--- config.mk ---
export PLATFORM = sky130hd
export DESIGN_NAME = sliding_window_burst_detector
export DESIGN_NICKNAME = d
export VERILOG_FILES = /design/src/rtl/swbd_pkg.sv /design/src/rtl/swbd_ring_mem.sv /design/src/rtl/swbd_age_cmp.sv /design/src/rtl/swbd_ctrl.sv /design/src/rtl/sliding_window_burst_detector.sv
export SDC_FILE = /design/constraint.sdc
export NUM_CORES = 2
export LEC_CHECK = 0
export BUFFER_PORTS_ARGS = -buffer_cell sky130_fd_sc_hd__buf_2
export CAP_MARGIN = 0
export CORE_MARGIN = 3
export CORE_UTILIZATION = 45
export DETAILED_ROUTE_END_ITERATION = 8
export SLEW_MARGIN = 10
export SYNTH_ARGS = -nofsm -noshare
export SYNTH_HDL_FRONTEND = slang
export SYNTH_SLANG_ARGS = --single-unit
--- constraint.sdc ---
create_clock -name clk -period 9.4 [get_ports clk]
set_clock_uncertainty 0.05 [all_clocks]
set_input_delay 0.94 -clock clk [delete_from_list [all_inputs] [get_ports clk]]
set_output_delay 0.94 -clock clk [all_outputs]
set_load 0.01 [all_outputs]
--- src/rtl/swbd_pkg.sv ---
// Shared types and constants for the sliding-window burst detector.
// No dependencies; every other file imports this package.
package swbd_pkg;

  localparam int RING_DEPTH      = 64;
  localparam int PTR_W           = (RING_DEPTH > 1) ? $clog2(RING_DEPTH) : 1;
  localparam int CNT_W           = $clog2(RING_DEPTH + 1);
  localparam int TS_W            = 32;
  localparam int WSEC_W          = 13;
  localparam int WIN_W           = 23;
  localparam int THR_W           = 7;
  localparam int OCNT_W          = 7;
  localparam int CFG_IDX_W       = 2;
  localparam int CFG_DATA_W      = 13;
  localparam int MS_PER_SEC      = 1000;
  localparam int COUNT_FIELD_MAX = 127;

  localparam logic [CFG_IDX_W-1:0] CFG_ENABLE    = 2'd0;
  localparam logic [CFG_IDX_W-1:0] CFG_WINDOW    = 2'd1;
  localparam logic [CFG_IDX_W-1:0] CFG_THRESHOLD = 2'd2;

  typedef enum logic [1:0] {
    ST_IDLE,
    ST_APPEND,
    ST_CHECK,
    ST_DONE
  } state_t;

  typedef struct packed {
    logic             enable;
    logic [WIN_W-1:0] span_ms;
    logic [THR_W-1:0] threshold;
  } cfg_t;

  typedef struct packed {
    logic             we;
    logic [PTR_W-1:0] waddr;
    logic [TS_W-1:0]  wdata;
    logic [PTR_W-1:0] raddr;
  } mem_req_t;

endpackage

--- src/rtl/swbd_ring_mem.sv ---
// Timestamp ring storage: one write port, one registered read port.
// Depends on swbd_pkg for depth and request type.
module swbd_ring_mem
  import swbd_pkg::*;
(
  input  logic            clk,
  input  mem_req_t        req,
  output logic [TS_W-1:0] rdata
);

  logic [TS_W-1:0] mem [RING_DEPTH];
  logic [TS_W-1:0] rdata_r;

  always_ff @(posedge clk) begin
    if (req.we) begin
      mem[req.waddr] <= req.wdata;
    end
    rdata_r <= mem[req.raddr];
  end

  assign rdata = rdata_r;

endmodule

--- src/rtl/swbd_age_cmp.sv ---
// Shared age unit: modulo-2^32 age of a stored stamp against the window.
// Depends on swbd_pkg for widths.
module swbd_age_cmp
  import swbd_pkg::*;
(
  input  logic [TS_W-1:0]  now_ms,
  input  logic [TS_W-1:0]  stamp_ms,
  input  logic [WIN_W-1:0] span_ms,
  output logic             expired
);

  logic [TS_W-1:0] age;

  assign age     = now_ms - stamp_ms;
  assign expired = age > TS_W'(span_ms);

endmodule

--- src/rtl/swbd_ctrl.sv ---
// Sequencer: ring pointers, append, one prune step per cycle, result register.
// Depends on swbd_pkg for the state enum, config and memory request types.
module swbd_ctrl
  import swbd_pkg::*;
(
  input  logic              clk,
  input  logic              rst_n,
  input  cfg_t              cfg,
  input  logic              in_valid,
  output logic              in_stall,
  input  logic [TS_W-1:0]   in_timestamp_ms,
  output logic              out_valid,
  input  logic              out_stall,
  output logic              out_alarm,
  output logic [OCNT_W-1:0] out_window_count,
  output mem_req_t          mem_req,
  output logic [TS_W-1:0]   now_ms,
  input  logic              expired
);

  state_t              state_r, state_nxt;
  logic [PTR_W-1:0]    oldest_r, oldest_nxt;
  logic [CNT_W-1:0]    count_r, count_nxt;
  logic [TS_W-1:0]     now_r, now_nxt;
  logic                dis_r, dis_nxt;
  logic                out_valid_r, out_valid_nxt;
  logic                out_alarm_r, out_alarm_nxt;
  logic [OCNT_W-1:0]   out_count_r, out_count_nxt;

  logic [PTR_W-1:0]    eff_oldest;
  logic [CNT_W-1:0]    eff_count;
  logic [CNT_W:0]      sum;
  logic [PTR_W-1:0]    wr_addr;
  logic [PTR_W-1:0]    oldest_inc;
  logic [31:0]         count_ext;
  logic                hit;
  logic [OCNT_W-1:0]   reported;

  function automatic logic [PTR_W-1:0] ptr_inc(input logic [PTR_W-1:0] p);
    ptr_inc = (p == PTR_W'(RING_DEPTH - 1)) ? '0 : p + PTR_W'(1);
  endfunction

  // A full ring drops its oldest entry before the new stamp goes in.
  always_comb begin
    if (count_r == CNT_W'(RING_DEPTH)) begin
      eff_oldest = ptr_inc(oldest_r);
      eff_count  = CNT_W'(RING_DEPTH - 1);
    end else begin
      eff_oldest = oldest_r;
      eff_count  = count_r;
    end
    sum = (CNT_W+1)'(eff_oldest) + (CNT_W+1)'(eff_count);
    if (sum >= (CNT_W+1)'(RING_DEPTH)) begin
      sum = sum - (CNT_W+1)'(RING_DEPTH);
    end
    wr_addr    = sum[PTR_W-1:0];
    oldest_inc = ptr_inc(oldest_r);
    count_ext  = 32'(count_r);
    hit        = count_ext >= 32'(cfg.threshold);
    reported   = (count_ext > 32'(COUNT_FIELD_MAX)) ? OCNT_W'(COUNT_FIELD_MAX)
                                                   : count_ext[OCNT_W-1:0];
  end

  always_comb begin
    state_nxt     = state_r;
    oldest_nxt    = oldest_r;
    count_nxt     = count_r;
    now_nxt       = now_r;
    dis_nxt       = dis_r;
    out_valid_nxt = out_valid_r;
    out_alarm_nxt = out_alarm_r;
    out_count_nxt = out_count_r;
    mem_req.we    = 1'b0;
    mem_req.waddr = wr_addr;
    mem_req.wdata = now_r;
    mem_req.raddr = oldest_inc;

    if (out_valid_r && !out_stall) begin
      out_valid_nxt = 1'b0;
    end

    unique case (state_r)
      ST_IDLE: begin
        if (in_valid) begin
          now_nxt   = in_timestamp_ms;
          dis_nxt   = !cfg.enable;
          state_nxt = cfg.enable ? ST_APPEND : ST_DONE;
        end
      end
      ST_APPEND: begin
        mem_req.we    = 1'b1;
        mem_req.raddr = eff_oldest;
        oldest_nxt    = eff_oldest;
        count_nxt     = eff_count + CNT_W'(1);
        // A lone new stamp has age zero and can never be pruned.
        state_nxt     = (eff_count == '0) ? ST_DONE : ST_CHECK;
      end
      ST_CHECK: begin
        // Read data is the current oldest; the next entry is fetched meanwhile.
        if (expired && count_r != '0) begin
          oldest_nxt = oldest_inc;
          count_nxt  = count_r - CNT_W'(1);
        end else begin
          state_nxt = ST_DONE;
        end
      end
      ST_DONE: begin
        if (!out_valid_r || !out_stall) begin
          out_valid_nxt = 1'b1;
          state_nxt     = ST_IDLE;
          if (dis_r) begin
            out_alarm_nxt = 1'b0;
            out_count_nxt = '0;
          end else begin
            out_alarm_nxt = hit;
            out_count_nxt = reported;
            if (hit) begin
              count_nxt  = '0;
              oldest_nxt = '0;
            end
          end
        end
      end
      default: state_nxt = ST_IDLE;
    endcase
  end

  always_ff @(posedge clk) begin
    if (!rst_n) begin
      state_r     <= ST_IDLE;
      oldest_r    <= '0;
      count_r     <= '0;
      out_valid_r <= 1'b0;
    end else begin
      state_r     <= state_nxt;
      oldest_r    <= oldest_nxt;
      count_r     <= count_nxt;
      out_valid_r <= out_valid_nxt;
    end
  end

  always_ff @(posedge clk) begin
    now_r       <= now_nxt;
    dis_r       <= dis_nxt;
    out_alarm_r <= out_alarm_nxt;
    out_count_r <= out_count_nxt;
  end

  assign in_stall         = (state_r != ST_IDLE);
  assign out_valid        = out_valid_r;
  assign out_alarm        = out_alarm_r;
  assign out_window_count = out_count_r;
  assign now_ms           = now_r;

endmodule

--- src/rtl/sliding_window_burst_detector.sv ---
// Sliding-window burst detector. An accepted beat passes the append, prune and
// done states before its result is registered; an empty ring skips prune and a
// disabled detector goes straight to done. Up to RING_DEPTH-1 entries are pruned
// per event, one step per cycle through the shared age compare. One event at a
// time: input stalls until the result issues; a stalled result beat delays it.
// Reset (synchronous, rst_n low) empties the ring and restores the registers.
module sliding_window_burst_detector
  import swbd_pkg::*;
(
  input  logic                  clk,
  input  logic                  rst_n,
  input  logic                  cfg_we,
  input  logic [CFG_IDX_W-1:0]  cfg_index,
  input  logic [CFG_DATA_W-1:0] cfg_wdata,
  input  logic                  in_valid,
  output logic                  in_stall,
  input  logic [TS_W-1:0]       in_timestamp_ms,
  output logic                  out_valid,
  input  logic                  out_stall,
  output logic                  out_alarm,
  output logic [OCNT_W-1:0]     out_window_count
);

  logic             enable_r;
  logic [WIN_W-1:0] span_ms_r;
  logic [THR_W-1:0] threshold_r;
  cfg_t             cfg;
  mem_req_t         mem_req;
  logic [TS_W-1:0]  rdata;
  logic [TS_W-1:0]  now_ms;
  logic             expired;

  // The window is kept in milliseconds, so the multiply happens on the write.
  always_ff @(posedge clk) begin
    if (!rst_n) begin
      enable_r    <= 1'b1;
      span_ms_r   <= WIN_W'(10 * MS_PER_SEC);
      threshold_r <= THR_W'(20);
    end else if (cfg_we) begin
      unique case (cfg_index)
        CFG_ENABLE:    enable_r    <= cfg_wdata[0];
        CFG_WINDOW:    span_ms_r   <= WIN_W'(32'(cfg_wdata) * MS_PER_SEC);
        CFG_THRESHOLD: threshold_r <= cfg_wdata[THR_W-1:0];
        default: ;
      endcase
    end
  end

  assign cfg.enable    = enable_r;
  assign cfg.span_ms   = span_ms_r;
  assign cfg.threshold = threshold_r;

  swbd_ctrl u_ctrl (
    .clk              (clk),
    .rst_n            (rst_n),
    .cfg              (cfg),
    .in_valid         (in_valid),
    .in_stall         (in_stall),
    .in_timestamp_ms  (in_timestamp_ms),
    .out_valid        (out_valid),
    .out_stall        (out_stall),
    .out_alarm        (out_alarm),
    .out_window_count (out_window_count),
    .mem_req          (mem_req),
    .now_ms           (now_ms),
    .expired          (expired)
  );

  swbd_ring_mem u_mem (
    .clk   (clk),
    .req   (mem_req),
    .rdata (rdata)
  );

  swbd_age_cmp u_age (
    .now_ms   (now_ms),
    .stamp_ms (rdata),
    .span_ms  (span_ms_r),
    .expired  (expired)
  );

endmodule

==> metrics <==
Netlist cell types=79; CP max stage cell=a31oi_4; via count=45100; post-synthesis sequential element count=~2200; die width=between 400 and 500 µm; sequential area share after synthesis=roughly three quarters; Pint=around 21000 µW; Max-Slew Margin vs Limit=17.0%; FF-to-FF setup slack=slightly above 3 ns; CP Cell Sequence=or3_4 > nor2_2 > nand3_2 > a31oi_4 > buf_4 > buf_4 > mux4_2 > and2_1 > a211oi_1 > a311oi_1 > a21oi_1 > a21oi_1; Crit Path Max Fanout=30; Synth area leaders=edfxtp_1 (71%), mux4_2 (13%), dfxtp_1 (1.7%), ha_1 (1.7%), nand2_1 (1.5%); most instantiated cells after synthesis=edfxtp_1 (2089), mux4_2 (512), nand2_1 (356); Post-route DRC=0; Nets=roughly 5000; post-route cell area=0.0986 mm²; RSZ-0062 raised after global routing=no; drt pass-1 iters=5; register area=between 0.06 and 0.07 mm²; Num CTS Buffers=211; WP data required=approximately 10 ns; number of global-route vias before repair=approximately 46000; Leak Pwr=roughly 0.032 µW; Top Ports=62; combinational power share=between 30 and 40%; DRT iter0 DRCs=a little under 5000; met2 routed WL=between 100 and 150 mm; Final Non-Filler Cells=between 7000 and 8000; CTS tree=yes; area leader, netlist=edfxtp_1; clock group share of total power=about a quarter; placed instance area=between 0.09 and 0.1 mm²; fin util=between 50 and 60%; post-cts resize count=0; count leader, synth=edfxtp_1; crit path time final=~6.3 ns; sw frac=34.8%; Fin Setup TNS=0 ns; routed len/inst=approximately 31 µm; Mapped Nets=4836; Layout area overhead=12.2%; kind of end point of the critical path=flip-flop; area share of the largest cell type after synthesis=between 70 and 80%; share of cells above drive strength 1=21.9%; Tot GR Track Use=between 20% and 30%; cell count after synthesis=between 4000 and 5000; endpoints failing setup=0; Psw=about 11000 µW; total congestion overflow=0; IO buf count=61; Crit path largest cell delay=approximately 0.79 ns; die area=between 0.2 and 0.25 mm²; multi-input logic area=about 0.023 mm²; CTS Sinks=2165; met3 WL=roughly 16 mm; critical path startpoint category=flip-flop; clk_lat worst skew=~0.84 ns; largest net degree at the start of global routing=about 130; Seq pwr share=between 30% and 40%; vias per cell=around 6.0; CORE AREA=just under 0.2 mm²; Routed Antenna Nets=0; Worst-path clk slew=roughly 0.060 ns; Fill cells=15500; Root Buffer=clkbuf_16; ys async rst share=0%; Max rail drop VDD=about 0.0003 V; Arrival @ worst endpoint=slightly below 7 ns; top achievable clock speed=approximately 160 MHz; most used flip-flop cell after synthesis=edfxtp_1; Placed Cells=a little over 7000; Crit Path Category=reg2reg; final hold violations=0; Longest Clk Path Bufs=3; Post-synth EDFFs=roughly 2100; P per Cell Area=approximately 320 mW/mm²; Max Used Layer=met4; status=finished, final reports clean; mean area per synthesized cell=between 15 and 20 µm²; Hold/Removal Path Class=in2reg; MaxCap Viol Count=0; global-route wire length before repair=between 300 and 400 mm; Starting Density=between 40% and 50%; final worst path period share=66.9%; # hold bufs at CTS=0; initial antenna violation count=11; final WL=between 200 and 250 mm; row count=~160; M1 WL=approximately 95 mm; Ys Warns=0; Final Power=31700 µW; Slew @ Worst Pin=between 1 and 1.5 ns; post-CTS setup buffers=0; DP HPWL=133 mm; Die H=448 µm; H-tree levels=4; synthesized area=a little under 0.09 mm²; GPL Wtd Cong=0.873; max-slew violations=0
[registers in the layout (all words and copies together) (netlist names)]
name                     cells
enable_r                     1
u_mem.rdata                 32
span_ms_r                   20
u_ctrl.count_r               7
threshold_r                  7
u_ctrl.out_valid             1
u_ctrl.now_ms               32
u_ctrl.dis_r                 1
u_ctrl.out_window_count      7
u_mem.mem                 2048
u_ctrl.oldest_r              6
u_ctrl.state_r               2
u_ctrl.out_alarm             1
[kinds of logic after synthesis]
logic type	synth area share (%)
DFF	73.1
and+or+nand+nor	3.89
AOI/OAI and AO/OA	4.66
muxes	13.2
buffers and inverters	1.87
adders and majority gates	2.71
xor gates and xnor gates	0.538
[final cells by class]
type,instances,share of cell area (%)
Antenna cell,1,0.00254
Multi-Input combinational cell,2064,22.9
Timing Repair Buffer,205,1.57
Sequential cell,2165,65.2
Tap cell,2526,3.21
Inverter,138,0.526
Clock inverter,102,0.824
Clock buffer,291,5.83
[critical path: cells and delay by family, from the launching register on]
kind,cells,cell delay (ns)
AO/OA/AOI/OAI,5,2.45
buffers and inverters,2,1.32
AND/OR/NAND/NOR,4,1.20
multiplexers,1,0.57
flip-flops,1,0.45
[metrics by stage]
step	setup WS, ns	hold WS, ns
2_1_floorplan	3.95	0.382
3_3_place_gp	3.20	0.395
3_5_place_dp	3.21	0.401
4_1_cts	3.16	0.178
5_1_grt	2.84	0.192
6_report	3.12	0.230
[power by group through the flow]
stage | sequential [µW] | clock [µW] | combinational [µW]
after floorplan | 11900 | 0 | 7870
after global placement | 11900 | 0 | 12000
after detailed placement | 11900 | 0 | 12100
after CTS | 11700 | 8190 | 12100
after global routing | 11700 | 8590 | 12800
final | 11700 | 8050 | 12000
[worst paths after layout]
check	from	end	cells after the start
setup / recovery	u_ctrl.count_r[2]	u_mem.rdata[8]	12
hold / removal	in_timestamp_ms[28]	u_ctrl.now_ms[28]	1
setup reg to reg	u_ctrl.count_r[2]	u_mem.rdata[8]	12
hold reg to reg	span_ms_r[15]	span_ms_r[15]	2
[per-layer routing]
metal	GRT usage (%)	vias up
met2	37.4	1664
li1	-	19100
met3	3.97	363
met5	0	-
met1	32.5	24100
met4	7.56	0
[cell usage in the layout (no fill, tap or decap), types with 6 or more instances in the layout]
cell type,count
ha_1,120
nor3_1,15
nand2_1,356
mux4_2,512
buf_2,61
nor2_1,51
a311oi_1,65
dfxtp_1,76
edfxtp_1,2089
nand3_1,29
nor2b_1,17
inv_1,138
o21ai_0,35
mux2i_1,6
buf_4,131
clkbuf_1,67
clkinv_1,48
nor2_4,64
bufinv_16,7
clkbuf_16,214
clkbuf_8,10
o22ai_1,6
xnor2_1,35
nand4_1,15
clkinvlp_4,6
o211ai_1,16
nand2b_1,13
xor2_1,16
buf_12,13
fa_1,44
and2_1,140
a31oi_1,71
a21oi_1,135
o21bai_1,8
and3_1,12
or3_1,6
a21o_1,25
a211oi_1,169
clkinv_2,25
No activity file was read; power rests on OpenSTA's default activity.
